## src/hdl/wsct_pkg.sv

```systemverilog
// ---------------------------------------------------------------------------
// wsct_pkg
// Shared constants, action codes and types of the weighted slot cache table.
// ---------------------------------------------------------------------------
package wsct_pkg;

  localparam int SLOT_COUNT = 8;
  localparam int IDX_W      = (SLOT_COUNT > 1) ? $clog2(SLOT_COUNT) : 1;
  localparam int CNT_W      = $clog2(SLOT_COUNT + 1);

  localparam int ACT_W = 3;
  localparam int KEY_W = 32;
  localparam int ID_W  = 16;
  localparam int WT_W  = 16;
  localparam int REL_W = 4;

  localparam logic [WT_W-1:0]  OFFER_LIMIT = WT_W'(10);
  localparam logic [REL_W-1:0] REL_MAX     = '1;

  localparam logic [ACT_W-1:0] ACT_LOOKUP_KEY = 3'd0;
  localparam logic [ACT_W-1:0] ACT_LOOKUP_ID  = 3'd1;
  localparam logic [ACT_W-1:0] ACT_PUT        = 3'd2;
  localparam logic [ACT_W-1:0] ACT_INVALIDATE = 3'd3;
  localparam logic [ACT_W-1:0] ACT_CLEAR      = 3'd4;
  localparam logic [ACT_W-1:0] ACT_OFFER      = 3'd5;

  localparam int CFG_IDX_W = 1;
  localparam int CFG_W     = 1;
  localparam logic [CFG_IDX_W-1:0] REG_CACHE_ENABLE = 1'b0;
  localparam logic [CFG_IDX_W-1:0] REG_PUT_LOCK     = 1'b1;

  typedef struct packed {
    logic [KEY_W-1:0] key;
    logic [ID_W-1:0]  id;
    logic [WT_W-1:0]  weight;
  } slot_t;

  localparam int SLOT_W = $bits(slot_t);

  typedef struct packed {
    logic             hit;
    logic [ID_W-1:0]  found_id;
    logic [WT_W-1:0]  new_weight;
    logic             accepted;
    logic             evicted;
    logic [ID_W-1:0]  evicted_id;
    logic [REL_W-1:0] released;
  } res_t;

endpackage

```

## src/hdl/wsct_if.sv

```systemverilog
// ---------------------------------------------------------------------------
// wsct_if
// Valid/ready channels of the slot table: action beats in, result beats out.
// ---------------------------------------------------------------------------
interface wsct_in_if;
  logic                       valid;
  logic                       ready;
  logic [wsct_pkg::ACT_W-1:0] action;
  logic [wsct_pkg::KEY_W-1:0] entry_key;
  logic [wsct_pkg::ID_W-1:0]  entry_id;
  logic [wsct_pkg::WT_W-1:0]  entry_weight;

  modport source (output valid, action, entry_key, entry_id, entry_weight, input ready);
  modport sink   (input valid, action, entry_key, entry_id, entry_weight, output ready);
endinterface

interface wsct_out_if;
  logic                       valid;
  logic                       ready;
  logic                       hit;
  logic [wsct_pkg::ID_W-1:0]  found_id;
  logic [wsct_pkg::WT_W-1:0]  new_weight;
  logic                       accepted;
  logic                       evicted;
  logic [wsct_pkg::ID_W-1:0]  evicted_id;
  logic [wsct_pkg::REL_W-1:0] released;

  modport source (output valid, hit, found_id, new_weight, accepted, evicted, evicted_id,
                  released, input ready);
  modport sink   (input valid, hit, found_id, new_weight, accepted, evicted, evicted_id,
                  released, output ready);
endinterface

```

## src/hdl/wsct_ram.sv

```systemverilog
// ---------------------------------------------------------------------------
// wsct_ram
// Generic single-write, single-read RAM with registered read data.
// ---------------------------------------------------------------------------
module wsct_ram #(
  parameter int WIDTH = 64,
  parameter int DEPTH = 8,
  localparam int AW   = (DEPTH > 1) ? $clog2(DEPTH) : 1
) (
  input  logic             clk_i,
  input  logic             we_i,
  input  logic [AW-1:0]    waddr_i,
  input  logic [WIDTH-1:0] wdata_i,
  input  logic [AW-1:0]    raddr_i,
  output logic [WIDTH-1:0] rdata_o
);

  logic [WIDTH-1:0] mem_q [DEPTH];

  always_ff @(posedge clk_i) begin
    if (we_i) begin
      mem_q[waddr_i] <= wdata_i;
    end
    rdata_o <= mem_q[raddr_i];
  end

endmodule

```

## src/hdl/weighted_slot_cache_table_core.sv

```systemverilog
// ---------------------------------------------------------------------------
// weighted_slot_cache_table_core
// Fully associative slot table; slot words live in a RAM and are scanned
// one slot per cycle with read-modify-write, valid bits in flops.
// ---------------------------------------------------------------------------
//  channel | dir | beat
//  --------+-----+-------------------------------------------------------
//  in_i    | in  | action, entry_key, entry_id, entry_weight
//  out_o   | out | hit, found_id, new_weight, accepted, evicted, evicted_id,
//          |     | released
//  cfg     | in  | cfg_we_i, cfg_idx_i, cfg_data_i (write only)
//
// One beat at a time: the single RAM read port visits one slot per cycle,
// plus read latency and result handoff.
// Input is taken only between beats; a result waiting on out_o holds the
// next result in the core but not the next input beat. Reset clears valid
// bits and put lock, sets free count full and cache on; RAM needs none.
// ---------------------------------------------------------------------------
module weighted_slot_cache_table_core (
  input  logic                            clk_i,
  input  logic                            rst_ni,
  wsct_in_if.sink                         in_i,
  wsct_out_if.source                      out_o,
  input  logic                            cfg_we_i,
  input  logic [wsct_pkg::CFG_IDX_W-1:0]  cfg_idx_i,
  input  logic [wsct_pkg::CFG_W-1:0]      cfg_data_i
);

  typedef enum logic [1:0] {ST_IDLE, ST_RUN, ST_HOLD} state_e;

  state_e                           state_q;
  logic [wsct_pkg::CNT_W-1:0]       iss_q;
  logic                             evl_q;
  logic [wsct_pkg::IDX_W-1:0]       evl_idx_q;
  logic [wsct_pkg::SLOT_COUNT-1:0]  valid_q;
  logic [wsct_pkg::CNT_W-1:0]       free_q;
  logic                             en_q;
  logic                             lock_q;

  logic [wsct_pkg::ACT_W-1:0]       act_q;
  logic [wsct_pkg::KEY_W-1:0]       key_q;
  logic [wsct_pkg::ID_W-1:0]        id_q;
  logic [wsct_pkg::WT_W-1:0]        wt_q;
  logic                             ok_q;
  logic                             done_q;
  wsct_pkg::res_t                   res_q;

  logic                             out_valid_q;
  wsct_pkg::res_t                   out_res_q;

  logic                             ok_in;
  wsct_pkg::res_t                   res_init;
  logic                             issue;
  logic                             last_evl;
  logic [wsct_pkg::SLOT_W-1:0]      rdata;
  wsct_pkg::slot_t                  rd_slot;
  wsct_pkg::slot_t                  wr_slot;
  logic                             wr_en;
  logic                             vld_set;
  logic                             vld_clr;
  logic                             free_inc;
  logic                             free_dec;
  logic                             done_d;
  wsct_pkg::res_t                   res_d;
  logic                             cur_vld;

  // config registers
  always_ff @(posedge clk_i or negedge rst_ni) begin
    if (!rst_ni) begin
      en_q   <= 1'b1;
      lock_q <= 1'b0;
    end else if (cfg_we_i) begin
      if (cfg_idx_i == wsct_pkg::REG_CACHE_ENABLE) begin
        en_q <= cfg_data_i[0];
      end else if (cfg_idx_i == wsct_pkg::REG_PUT_LOCK) begin
        lock_q <= cfg_data_i[0];
      end
    end
  end

  always_comb begin
    unique case (in_i.action)
      wsct_pkg::ACT_LOOKUP_KEY: ok_in = en_q && (in_i.entry_key != '0);
      wsct_pkg::ACT_LOOKUP_ID:  ok_in = en_q;
      wsct_pkg::ACT_PUT:        ok_in = en_q && !lock_q && (free_q != '0);
      wsct_pkg::ACT_INVALIDATE: ok_in = (in_i.entry_key != '0);
      wsct_pkg::ACT_CLEAR:      ok_in = 1'b1;
      wsct_pkg::ACT_OFFER:      ok_in = (in_i.entry_weight <= wsct_pkg::OFFER_LIMIT);
      default:                  ok_in = 1'b0;
    endcase
  end

  always_comb begin
    res_init = '0;
    if ((in_i.action == wsct_pkg::ACT_OFFER) &&
        (in_i.entry_weight > wsct_pkg::OFFER_LIMIT)) begin
      res_init.new_weight = in_i.entry_weight;
    end
  end

  assign issue    = (state_q == ST_RUN) && (iss_q < wsct_pkg::CNT_W'(wsct_pkg::SLOT_COUNT));
  assign last_evl = evl_q && (evl_idx_q == wsct_pkg::IDX_W'(wsct_pkg::SLOT_COUNT - 1));

  wsct_ram #(
    .WIDTH (wsct_pkg::SLOT_W),
    .DEPTH (wsct_pkg::SLOT_COUNT)
  ) u_slot_ram (
    .clk_i   (clk_i),
    .we_i    (wr_en),
    .waddr_i (evl_idx_q),
    .wdata_i (wr_slot),
    .raddr_i (iss_q[wsct_pkg::IDX_W-1:0]),
    .rdata_o (rdata)
  );

  assign rd_slot = wsct_pkg::slot_t'(rdata);
  assign cur_vld = valid_q[evl_idx_q];

  // per-slot evaluation of the slot whose word just came back
  always_comb begin
    wr_en    = 1'b0;
    wr_slot  = rd_slot;
    vld_set  = 1'b0;
    vld_clr  = 1'b0;
    free_inc = 1'b0;
    free_dec = 1'b0;
    done_d   = done_q;
    res_d    = res_q;
    if (evl_q && ok_q && !done_q) begin
      unique case (act_q)
        wsct_pkg::ACT_LOOKUP_KEY: begin
          if (cur_vld && (rd_slot.key == key_q)) begin
            wr_en = 1'b1;
            if (rd_slot.weight != '1) begin
              wr_slot.weight = rd_slot.weight + wsct_pkg::WT_W'(1);
            end
            res_d.hit        = 1'b1;
            res_d.found_id   = rd_slot.id;
            res_d.new_weight = wr_slot.weight;
            done_d           = 1'b1;
          end
        end
        wsct_pkg::ACT_LOOKUP_ID: begin
          if (cur_vld && (rd_slot.id == id_q)) begin
            res_d.hit      = 1'b1;
            res_d.found_id = rd_slot.id;
            done_d         = 1'b1;
          end
        end
        wsct_pkg::ACT_PUT: begin
          if (!cur_vld) begin
            wr_en          = 1'b1;
            wr_slot        = '{key: key_q, id: id_q, weight: wt_q};
            vld_set        = 1'b1;
            free_dec       = 1'b1;
            res_d.accepted = 1'b1;
            done_d         = 1'b1;
          end
        end
        wsct_pkg::ACT_INVALIDATE, wsct_pkg::ACT_CLEAR: begin
          if (cur_vld && ((act_q == wsct_pkg::ACT_CLEAR) || (rd_slot.key == key_q))) begin
            vld_clr  = 1'b1;
            free_inc = 1'b1;
            if (res_q.released != wsct_pkg::REL_MAX) begin
              res_d.released = res_q.released + wsct_pkg::REL_W'(1);
            end
          end
        end
        wsct_pkg::ACT_OFFER: begin
          if (!cur_vld || (rd_slot.weight < wsct_pkg::OFFER_LIMIT)) begin
            wr_en          = 1'b1;
            wr_slot        = '{key: key_q, id: id_q, weight: '0};
            res_d.accepted = 1'b1;
            done_d         = 1'b1;
            if (!cur_vld) begin
              vld_set  = 1'b1;
              free_dec = (free_q != '0);
            end else begin
              res_d.evicted    = 1'b1;
              res_d.evicted_id = rd_slot.id;
            end
          end
        end
        default: begin
        end
      endcase
    end
  end

  always_ff @(posedge clk_i or negedge rst_ni) begin
    if (!rst_ni) begin
      state_q     <= ST_IDLE;
      iss_q       <= '0;
      evl_q       <= 1'b0;
      evl_idx_q   <= '0;
      valid_q     <= '0;
      free_q      <= wsct_pkg::CNT_W'(wsct_pkg::SLOT_COUNT);
      act_q       <= '0;
      key_q       <= '0;
      id_q        <= '0;
      wt_q        <= '0;
      ok_q        <= 1'b0;
      done_q      <= 1'b0;
      res_q       <= '0;
      out_valid_q <= 1'b0;
      out_res_q   <= '0;
    end else begin
      if ((state_q == ST_HOLD) && (!out_valid_q || out_o.ready)) begin
        out_valid_q <= 1'b1;
      end else if (out_valid_q && out_o.ready) begin
        out_valid_q <= 1'b0;
      end
      if (vld_set) begin
        valid_q[evl_idx_q] <= 1'b1;
      end else if (vld_clr) begin
        valid_q[evl_idx_q] <= 1'b0;
      end
      if (free_inc) begin
        free_q <= free_q + wsct_pkg::CNT_W'(1);
      end else if (free_dec) begin
        free_q <= free_q - wsct_pkg::CNT_W'(1);
      end
      unique case (state_q)
        ST_IDLE: begin
          evl_q <= 1'b0;
          if (in_i.valid) begin
            act_q   <= in_i.action;
            key_q   <= in_i.entry_key;
            id_q    <= in_i.entry_id;
            wt_q    <= in_i.entry_weight;
            ok_q    <= ok_in;
            done_q  <= 1'b0;
            iss_q   <= '0;
            res_q   <= res_init;
            state_q <= ST_RUN;
          end
        end
        ST_RUN: begin
          res_q     <= res_d;
          done_q    <= done_d;
          evl_q     <= issue;
          evl_idx_q <= iss_q[wsct_pkg::IDX_W-1:0];
          if (issue) begin
            iss_q <= iss_q + wsct_pkg::CNT_W'(1);
          end
          if (last_evl) begin
            state_q <= ST_HOLD;
          end
        end
        ST_HOLD: begin
          if (!out_valid_q || out_o.ready) begin
            out_res_q <= res_q;
            state_q   <= ST_IDLE;
          end
        end
        default: state_q <= ST_IDLE;
      endcase
    end
  end

  assign in_i.ready       = (state_q == ST_IDLE);
  assign out_o.valid      = out_valid_q;
  assign out_o.hit        = out_res_q.hit;
  assign out_o.found_id   = out_res_q.found_id;
  assign out_o.new_weight = out_res_q.new_weight;
  assign out_o.accepted   = out_res_q.accepted;
  assign out_o.evicted    = out_res_q.evicted;
  assign out_o.evicted_id = out_res_q.evicted_id;
  assign out_o.released   = out_res_q.released;

  a_free_bound: assert property (@(posedge clk_i) disable iff (!rst_ni)
    free_q <= wsct_pkg::CNT_W'(wsct_pkg::SLOT_COUNT))
    else $error("free count above slot count");

  a_free_matches_valid: assert property (@(posedge clk_i) disable iff (!rst_ni)
    (state_q == ST_IDLE) |-> (int'(free_q) == wsct_pkg::SLOT_COUNT - $countones(valid_q)))
    else $error("free count out of step with valid bits");

  a_evict_accepts: assert property (@(posedge clk_i) disable iff (!rst_ni)
    (out_o.valid && out_o.evicted) |-> out_o.accepted)
    else $error("eviction without placement");

  a_hit_exclusive: assert property (@(posedge clk_i) disable iff (!rst_ni)
    (out_o.valid && out_o.hit) |-> (!out_o.accepted && (out_o.released == '0)))
    else $error("lookup hit mixed with other result");

endmodule
```

## src/flat_wrapper.sv

```systemverilog
// flat-port wrapper written by rule: the top's interface ports become plain ports
module weighted_slot_cache_table_core_flat 
  (clk_i, rst_ni, cfg_we_i, cfg_idx_i, cfg_data_i, in_i_valid, in_i_action, in_i_entry_key, in_i_entry_id, in_i_entry_weight, in_i_ready, out_o_valid, out_o_hit, out_o_found_id, out_o_new_weight, out_o_accepted, out_o_evicted, out_o_evicted_id, out_o_released, out_o_ready);
  wsct_in_if in_i_i ();
  wsct_out_if out_o_i ();
  input  logic clk_i;
  input  logic rst_ni;
  input  logic cfg_we_i;
  input  logic [wsct_pkg::CFG_IDX_W-1:0] cfg_idx_i;
  input  logic [wsct_pkg::CFG_W-1:0] cfg_data_i;
  input wire logic [$bits(in_i_i.valid)-1:0] in_i_valid;
  input wire logic [$bits(in_i_i.action)-1:0] in_i_action;
  input wire logic [$bits(in_i_i.entry_key)-1:0] in_i_entry_key;
  input wire logic [$bits(in_i_i.entry_id)-1:0] in_i_entry_id;
  input wire logic [$bits(in_i_i.entry_weight)-1:0] in_i_entry_weight;
  output wire logic [$bits(in_i_i.ready)-1:0] in_i_ready;
  output wire logic [$bits(out_o_i.valid)-1:0] out_o_valid;
  output wire logic [$bits(out_o_i.hit)-1:0] out_o_hit;
  output wire logic [$bits(out_o_i.found_id)-1:0] out_o_found_id;
  output wire logic [$bits(out_o_i.new_weight)-1:0] out_o_new_weight;
  output wire logic [$bits(out_o_i.accepted)-1:0] out_o_accepted;
  output wire logic [$bits(out_o_i.evicted)-1:0] out_o_evicted;
  output wire logic [$bits(out_o_i.evicted_id)-1:0] out_o_evicted_id;
  output wire logic [$bits(out_o_i.released)-1:0] out_o_released;
  input wire logic [$bits(out_o_i.ready)-1:0] out_o_ready;
  assign in_i_i.valid = in_i_valid;
  assign in_i_i.action = in_i_action;
  assign in_i_i.entry_key = in_i_entry_key;
  assign in_i_i.entry_id = in_i_entry_id;
  assign in_i_i.entry_weight = in_i_entry_weight;
  assign in_i_ready = in_i_i.ready;
  assign out_o_valid = out_o_i.valid;
  assign out_o_hit = out_o_i.hit;
  assign out_o_found_id = out_o_i.found_id;
  assign out_o_new_weight = out_o_i.new_weight;
  assign out_o_accepted = out_o_i.accepted;
  assign out_o_evicted = out_o_i.evicted;
  assign out_o_evicted_id = out_o_i.evicted_id;
  assign out_o_released = out_o_i.released;
  assign out_o_i.ready = out_o_ready;
  weighted_slot_cache_table_core u_core (.clk_i(clk_i), .rst_ni(rst_ni), .in_i(in_i_i), .out_o(out_o_i), .cfg_we_i(cfg_we_i), .cfg_idx_i(cfg_idx_i), .cfg_data_i(cfg_data_i));
endmodule
```

## config.mk

```make
export PLATFORM = sky130hd
export DESIGN_NAME = weighted_slot_cache_table_core_flat
export DESIGN_NICKNAME = d
export VERILOG_FILES = /design/src/hdl/wsct_pkg.sv /design/src/hdl/wsct_if.sv /design/src/hdl/wsct_ram.sv /design/src/hdl/weighted_slot_cache_table_core.sv /design/src/flat_wrapper.sv
export SDC_FILE = /design/constraint.sdc
export NUM_CORES = 1
export LEC_CHECK = 0
export BUFFER_PORTS_ARGS = -buffer_cell sky130_fd_sc_hd__buf_2
export CORE_MARGIN = 10
export CORE_UTILIZATION = 61
export CTS_CLUSTER_SIZE = 30
export DETAILED_ROUTE_END_ITERATION = 12
export PLACE_DENSITY_LB_ADDON = 0.15
export SLEW_MARGIN = 20
export SYNTH_ARGS = -nofsm -noshare
export SYNTH_HDL_FRONTEND = slang
export SYNTH_SLANG_ARGS = --single-unit
```

## constraint.sdc

```tcl
create_clock -name clk_i -period 9.4 [get_ports clk_i]
set_clock_uncertainty 0.15 [all_clocks]
set_input_delay 1.41 -clock clk_i [delete_from_list [all_inputs] [get_ports clk_i]]
set_output_delay 1.41 -clock clk_i [all_outputs]
set_load 0.01 [all_outputs]
```

## Word level (Yosys, flattened, before mapping)

Memories as Yosys holds them, arrays and structs flattened. A register that Yosys moved wholly into a read port is not among the register bits.
Cells that the tools add are included.
Widths: inputs -> output; s select.

- RAM bits: 512
- Bits in latches: 0
- Logic and storage cells: 191
- Bits in read-only memories: 0
- Memories: 1
- Output and inout bits: 57
- Input bits: 74
- Bits in registers: 204

Memories:

| name | words | width | rd ports | clocked after Yosys merged registers in | write ports | line | RTL |
|---|---|---|---|---|---|---|---|
| u_core.u_slot_ram.mem_q | 8 | 64 | 1 | 1 | 1 | wsct_ram.sv:18 | `logic [WIDTH-1:0] mem_q [DEPTH];` |

- Magnitude comparators: 6
- Div/mod/pow operators: 0
- Muxes and demuxes: 66
- Bitwise operators: 4
- Equal/unequal tests: 37
- Shift-type cells: 0
- Reduce and logical (&&, ||, !) cells: 43
- Add/sub/neg operators: 5
- $mul: 0

Operator list:

| operator | count |
|---|---|
| $mux 64 | 3 |
| $mux 55 | 2 |
| $pmux 55 s2 | 1 |
| $pmux 48 s2 | 1 |
| $mux 16 | 4 |
| $mux 17 | 3 |
| $pmux 16 s3 | 1 |
| $pmux 17 s2 | 1 |
| $mux 33 | 1 |
| $eq 32x32->1 | 1 |
| $reduce_bool 32->1 | 1 |
| $mux 4 | 7 |
| $mux 1 | 24 |
| $reduce_and 6->1 | 4 |
| $ne 2x2->1 const B | 10 |
| $mux 18 | 1 |
| $ne 3x3->1 const B | 6 |
| $add 16x1->16 const B | 1 |
| $eq 16x16->1 | 1 |
| $gt 16x4->1 const B | 1 |
| $le 16x4->1 const B | 1 |
| $lt 16x4->1 const B | 1 |
| $mux 8 | 2 |
| $ne 16x16->1 const B | 1 |
| 38 further kinds | 82 |

## Depth between registers and ports, before layout

- Depth after elaboration: 9
- Gate-level depth with buffers: 10

## Hierarchy

A second synthesis with hierarchy kept.

- Cell total of the unflattened synthesis: 1918
- Area total of the unflattened synthesis: 30914.6 um2

By module, submodules not included:

| module | area an instance (um2) | sequential area each (um2) | cells each | times used |
|---|---|---|---|---|
| wsct_ram | 20547.2 | 16656.0 | 816 | 1 |
| weighted_slot_cache_table_core | 10367.4 | 5107.4 | 1102 | 1 |

## Worst setup path before layout

OpenSTA, ideal clock, no wires.

- Kind: register to register
- Start point: reg u_core.evl_idx_q[0] (netlist bit)
- End point: mem u_core.u_slot_ram.mem_q[0][0] (enable)
- Path slack: 890 ps
- Data arrival time: 7716 ps
- Required time: 8606 ps
- Path buffers: 2
- Cell stages (with the launch flop): 8
- Cells stage by stage: dfrtp_1 > clkbuf_1 > o211ai_1 > a22o_1 > a21oi_1 > o21ai_1 > clkbuf_1 > nor4_1

- Longest elaborated chain between the ends: 9
- Elaborated cells on any way between the ends: 12
- Those cells by class: mux (9); reduce/logical (3)

Ends and longest elaborated chain:

| what | line | RTL |
|---|---|---|
| start: declaration | weighted_slot_cache_table_core.sv:34 | `logic [wsct_pkg::IDX_W-1:0] evl_idx_q;` |
| start signal: assignment | weighted_slot_cache_table_core.sv:242 | `evl_idx_q <= iss_q[wsct_pkg::IDX_W-1:0];` |
| $bmux 1 s3 | weighted_slot_cache_table_core.sv:117 | `assign cur_vld = valid_q[evl_idx_q];` |
| $mux 1 (not written as such) | weighted_slot_cache_table_core.sv:117 |  |
| $logic_not 1->1 | n/a |  |
| $logic_or 1x1->1 | weighted_slot_cache_table_core.sv:170 | `if (!cur_vld \|\| (rd_slot.weight < wsct_pkg::OFFER_LIMIT)) begin` |
| $mux 1 | weighted_slot_cache_table_core.sv:170 |  |
| $pmux 1 s3 | weighted_slot_cache_table_core.sv:130 | `unique case (act_q)` |
| $mux 1 | weighted_slot_cache_table_core.sv:129 | `if (evl_q && ok_q && !done_q) begin` |
| $mux 1 | wsct_ram.sv:21 | `if (we_i) begin` |
| $mux 1 (not written as such) | wsct_ram.sv:22 | `mem_q[waddr_i] <= wdata_i;` |
| end: declaration | wsct_ram.sv:18 |  |

Several ways; a longest one is shown, not always the timed one. The select of a mux whose other input is x is not followed.

## Worst setup path in the final report

- Start point: reg u_core.key_q[14] (netlist bit)
- End point: mem u_core.u_slot_ram.mem_q[3][58] (enable)

- Longest elaborated chain between the ends: 7

Ends and longest elaborated chain:

| what | line | RTL |
|---|---|---|
| start: declaration | weighted_slot_cache_table_core.sv:41 | `logic [wsct_pkg::KEY_W-1:0] key_q;` |
| start signal: assignment | weighted_slot_cache_table_core.sv:228 | `key_q <= in_i.entry_key;` |
| $eq 32x32->1 | weighted_slot_cache_table_core.sv:132 | `if (cur_vld && (rd_slot.key == key_q)) begin` |
| $logic_and 1x1->1 | weighted_slot_cache_table_core.sv:132 |  |
| $mux 1 | weighted_slot_cache_table_core.sv:132 |  |
| $pmux 1 s3 | weighted_slot_cache_table_core.sv:130 |  |
| $mux 1 | weighted_slot_cache_table_core.sv:129 |  |
| $mux 1 | wsct_ram.sv:21 |  |
| $mux 1 (not written as such) | wsct_ram.sv:22 |  |

No other way between the ends.

==> results_dict.tcl <==
set metrics [dict create \
    status "finished clean" \
    cts.sinks 780 \
    synth_seq_area_share 0.707 \
    ir_worst_vdd_uv 194 \
    period_needed_ns 4.67 \
    holdWs_ns 0.323 \
    min_to "u_core.res_q[14]" \
    num_vias 16600 \
    hold_depth 2 \
    layout_commonest_cell "edfxtp_1" \
    grt_max_degree 82 \
    grt_pass1_vias 17300 \
    synthesis.instances 1845 \
    dieArea_mm2 0.0598 \
    htree_levels 3 \
    synth_nets 1925 \
    fin_nets 2064 \
    r2r_slack_ns 4.73 \
    worstHoldPathType "reg -> reg" \
    antenna_left 0 \
    core_mm2 0.0501 \
    ys_seq_elements 780 \
    fmax_mhz 214 \
    switching_share 0.300 \
    ctsRootBufferMaster "clkbuf_16" \
    max_slew_margin 0.257 \
    clockPowerShare 0.280 \
    cts.path.max_buffers 3 \
    mostFrequentLayoutCells "512 x edfxtp_1, 295 x nand2_1, 199 x dfrtp_1" \
    power_density_mw_per_mm2 324 \
    die_y_um 245 \
    cts_tree "done" \
    insertion_delay_ns 0.62 \
    die_w_um 245 \
    combPwrFrac 0.261 \
    reg2reg_depth 8 \
    via_per_inst 6.09 \
    slew_viol_final 0 \
    grt_usage 0.227 \
    cp.required_ns 9.49 \
    wl_um 66700 \
    finalHoldViolations 0 \
    post-dp-hpwl_um 39400 \
    tightest_slew_ns 1.11 \
    gp_congestion 0.862 \
    p_int_mw 7.90 \
    seqPwrFrac 0.459 \
    dr.pass1.iters 5 \
    cp.arrival_ns 4.76 \
    r2r-end "u_core.u_slot_ram.mem_q[3][58]" \
    crit_path_start_kind "flip-flop" \
    p_leak_nw 13.1 \
    grt_first_pass_wirelength_um 105000 \
    cts_buffers 78 \
    period_share 0.496 \
    wl_per_cell_um 24.5 \
    tns_ns 0 \
    critPathCaptureType "flip-flop" \
    hold_start "u_core.res_q[14]" \
    overflow 0 \
    synth-main-ff-cell "edfxtp_1" \
    timing.rr.start "u_core.key_q[14]" \
    ys_types 57 \
    syn_area_mm2 0.0308 \
    synth_edf_count 512 \
    ctsHoldBuffers 0 \
    diodes 0 \
    setup_viol 0 \
    syn_to_final_growth_pct 13.2 \
    async_flop_share 0.262 \
    cts_setup_buffers 0 \
    rsz0062_at_grt "false" \
    cts_resized 0 \
    yosysWarnings 0 \
    p_sw_mw 3.39 \
    cap_violations 0 \
    pin_count 131 \
    syn_avg_cell_area_um2 16.7 \
    layout-drive-gt1-share 0.301 \
    numPortBuffers 130 \
    cp_max_fo 42 \
    initial_core_util 0.615 \
    antenna_found_initial 0 \
    clk_pin_slew_ns 0.06 \
    fp-row-count 82 \
    drc_errors 0 \
    criticalPathCategory "reg -> reg" \
    drt_iter0_markers 1681 \
]
synthesized netlist by cell type (6+ instances only):
library cell | count | area share
a22oi_1 | 13 | 0.0032
inv_1 | 9 | 0.0011
nor2b_1 | 6 | 0.0012
o211ai_1 | 6 | 0.0015
xnor2_1 | 41 | 0.012
nor4_1 | 23 | 0.0047
dfrtp_1 | 202 | 0.16
o21ai_0 | 52 | 0.0085
edfxtp_1 | 512 | 0.50
nand4_1 | 21 | 0.0043
clkbuf_1 | 72 | 0.0088
nand2_1 | 296 | 0.036
a22o_1 | 33 | 0.0094
buf_2 | 6 | 0.00098
dfxtp_1 | 64 | 0.042
a21oi_1 | 8 | 0.0013
or4_1 | 7 | 0.0017
nor2_1 | 19 | 0.0023
mux4_2 | 128 | 0.094
mux2_2 | 180 | 0.066
buf_1 | 15 | 0.0018
nor3_1 | 7 | 0.0011
nand3_1 | 15 | 0.0024
xor2_1 | 20 | 0.0057
mux2_4 | 10 | 0.0049
cell families (layout without fill, tap and decap cells):
logic type,count (synthesis),in the layout,synth area share
flip-flops,780,780,0.707
AND/OR/NAND/NOR,429,429,0.0622
multiplexers,322,322,0.166
AO/OA/AOI/OAI,143,143,0.0314
buffers and inverters,104,308,0.0137
XOR/XNOR,61,61,0.0174
adder cells (fa/ha/maj),6,6,0.00268
metrics by stage:
stage	instances	instance area, µm²	power, mW	util	setup WS (ns)
2_1_floorplan	1845	30800	7.24	-	0.890
3_3_place_gp	2575	32200	8.09	0.643	4.90
3_5_place_dp	2575	32200	8.17	0.643	4.85
4_1_cts	2720	34800	11.3	0.695	4.82
5_1_grt	2721	34800	11.8	0.696	4.52
6_report	2721	34800	11.3	0.696	4.73
critical path, stage by stage (launching register included):
cell and delay (ns):
dfrtp_1 0.40, xnor2_1 0.16, nand4_1 0.23, nor4_1 0.96, and4_1 0.35, o21ai_2 0.19, buf_4 0.31, nor2_4 0.73
buf_4 0.72
layer usage:
| layer | GRT usage | vias up | wire (µm) |
|---|---|---|---|
| met5 | 0 | - | 0 |
| met4 | 0.0619 | 0 | 1470 |
| met3 | 0.0505 | 118 | 4490 |
| met2 | 0.351 | 577 | 31400 |
| met1 | 0.325 | 8552 | 29400 |
| li1 | - | 7325 | - |
power by group through the flow:
| stage | registers, mW | clock network (mW) | logic (mW) |
|---|---|---|---|
| floorplan | 5.01 | 0 | 2.23 |
| global placement | 5.24 | 0 | 2.85 |
| detailed placement | 5.28 | 0 | 2.89 |
| CTS | 5.22 | 3.21 | 2.91 |
| global route | 5.26 | 3.36 | 3.23 |
| finish | 5.18 | 3.15 | 2.95 |
sequential cells by signal, summed over array words and instances, names as in the netlist, 2 cells and up, named ones only:
name	flops
u_core.id_q	16
u_core.free_q	4
u_core.out_o.released	4
u_core.iss_q	4
u_core.u_slot_ram.mem_q	512
u_core.wt_q	16
u_core.u_slot_ram.rdata_o	64
u_core.key_q	32
u_core.state_q	2
u_core.out_o.evicted_id	16
u_core.out_o.found_id	16
u_core.evl_idx_q	3
u_core.res_q	55
u_core.out_o.new_weight	16
u_core.act_q	3
layout make-up:
cell class | count | area, µm²
Sequential cell | 780 | 21800
Fill cell | 3324 | 15200
Multi-Input combinational cell | 961 | 8690
Clock buffer | 115 | 2260
Timing Repair Buffer | 154 | 860
Tap cell | 672 | 841
Clock inverter | 30 | 374
Inverter | 9 | 33.8
worst max path at each step:
stage	start	end	slack [ns]	depth (start not counted)
2_1_floorplan	u_core.evl_idx_q[0]	u_core.u_slot_ram.mem_q[0][0]	0.89	7
3_3_place_gp	u_core.key_q[14]	u_core.u_slot_ram.mem_q[3][61]	4.90	8
3_5_place_dp	u_core.key_q[21]	u_core.u_slot_ram.mem_q[3][53]	4.85	8
4_1_cts	u_core.key_q[21]	u_core.u_slot_ram.mem_q[3][11]	4.82	8
5_1_grt	u_core.key_q[2]	u_core.u_slot_ram.mem_q[3][11]	4.52	8
6_report	u_core.key_q[14]	u_core.u_slot_ram.mem_q[3][58]	4.73	8
Power figures use the tool's default switching activity.
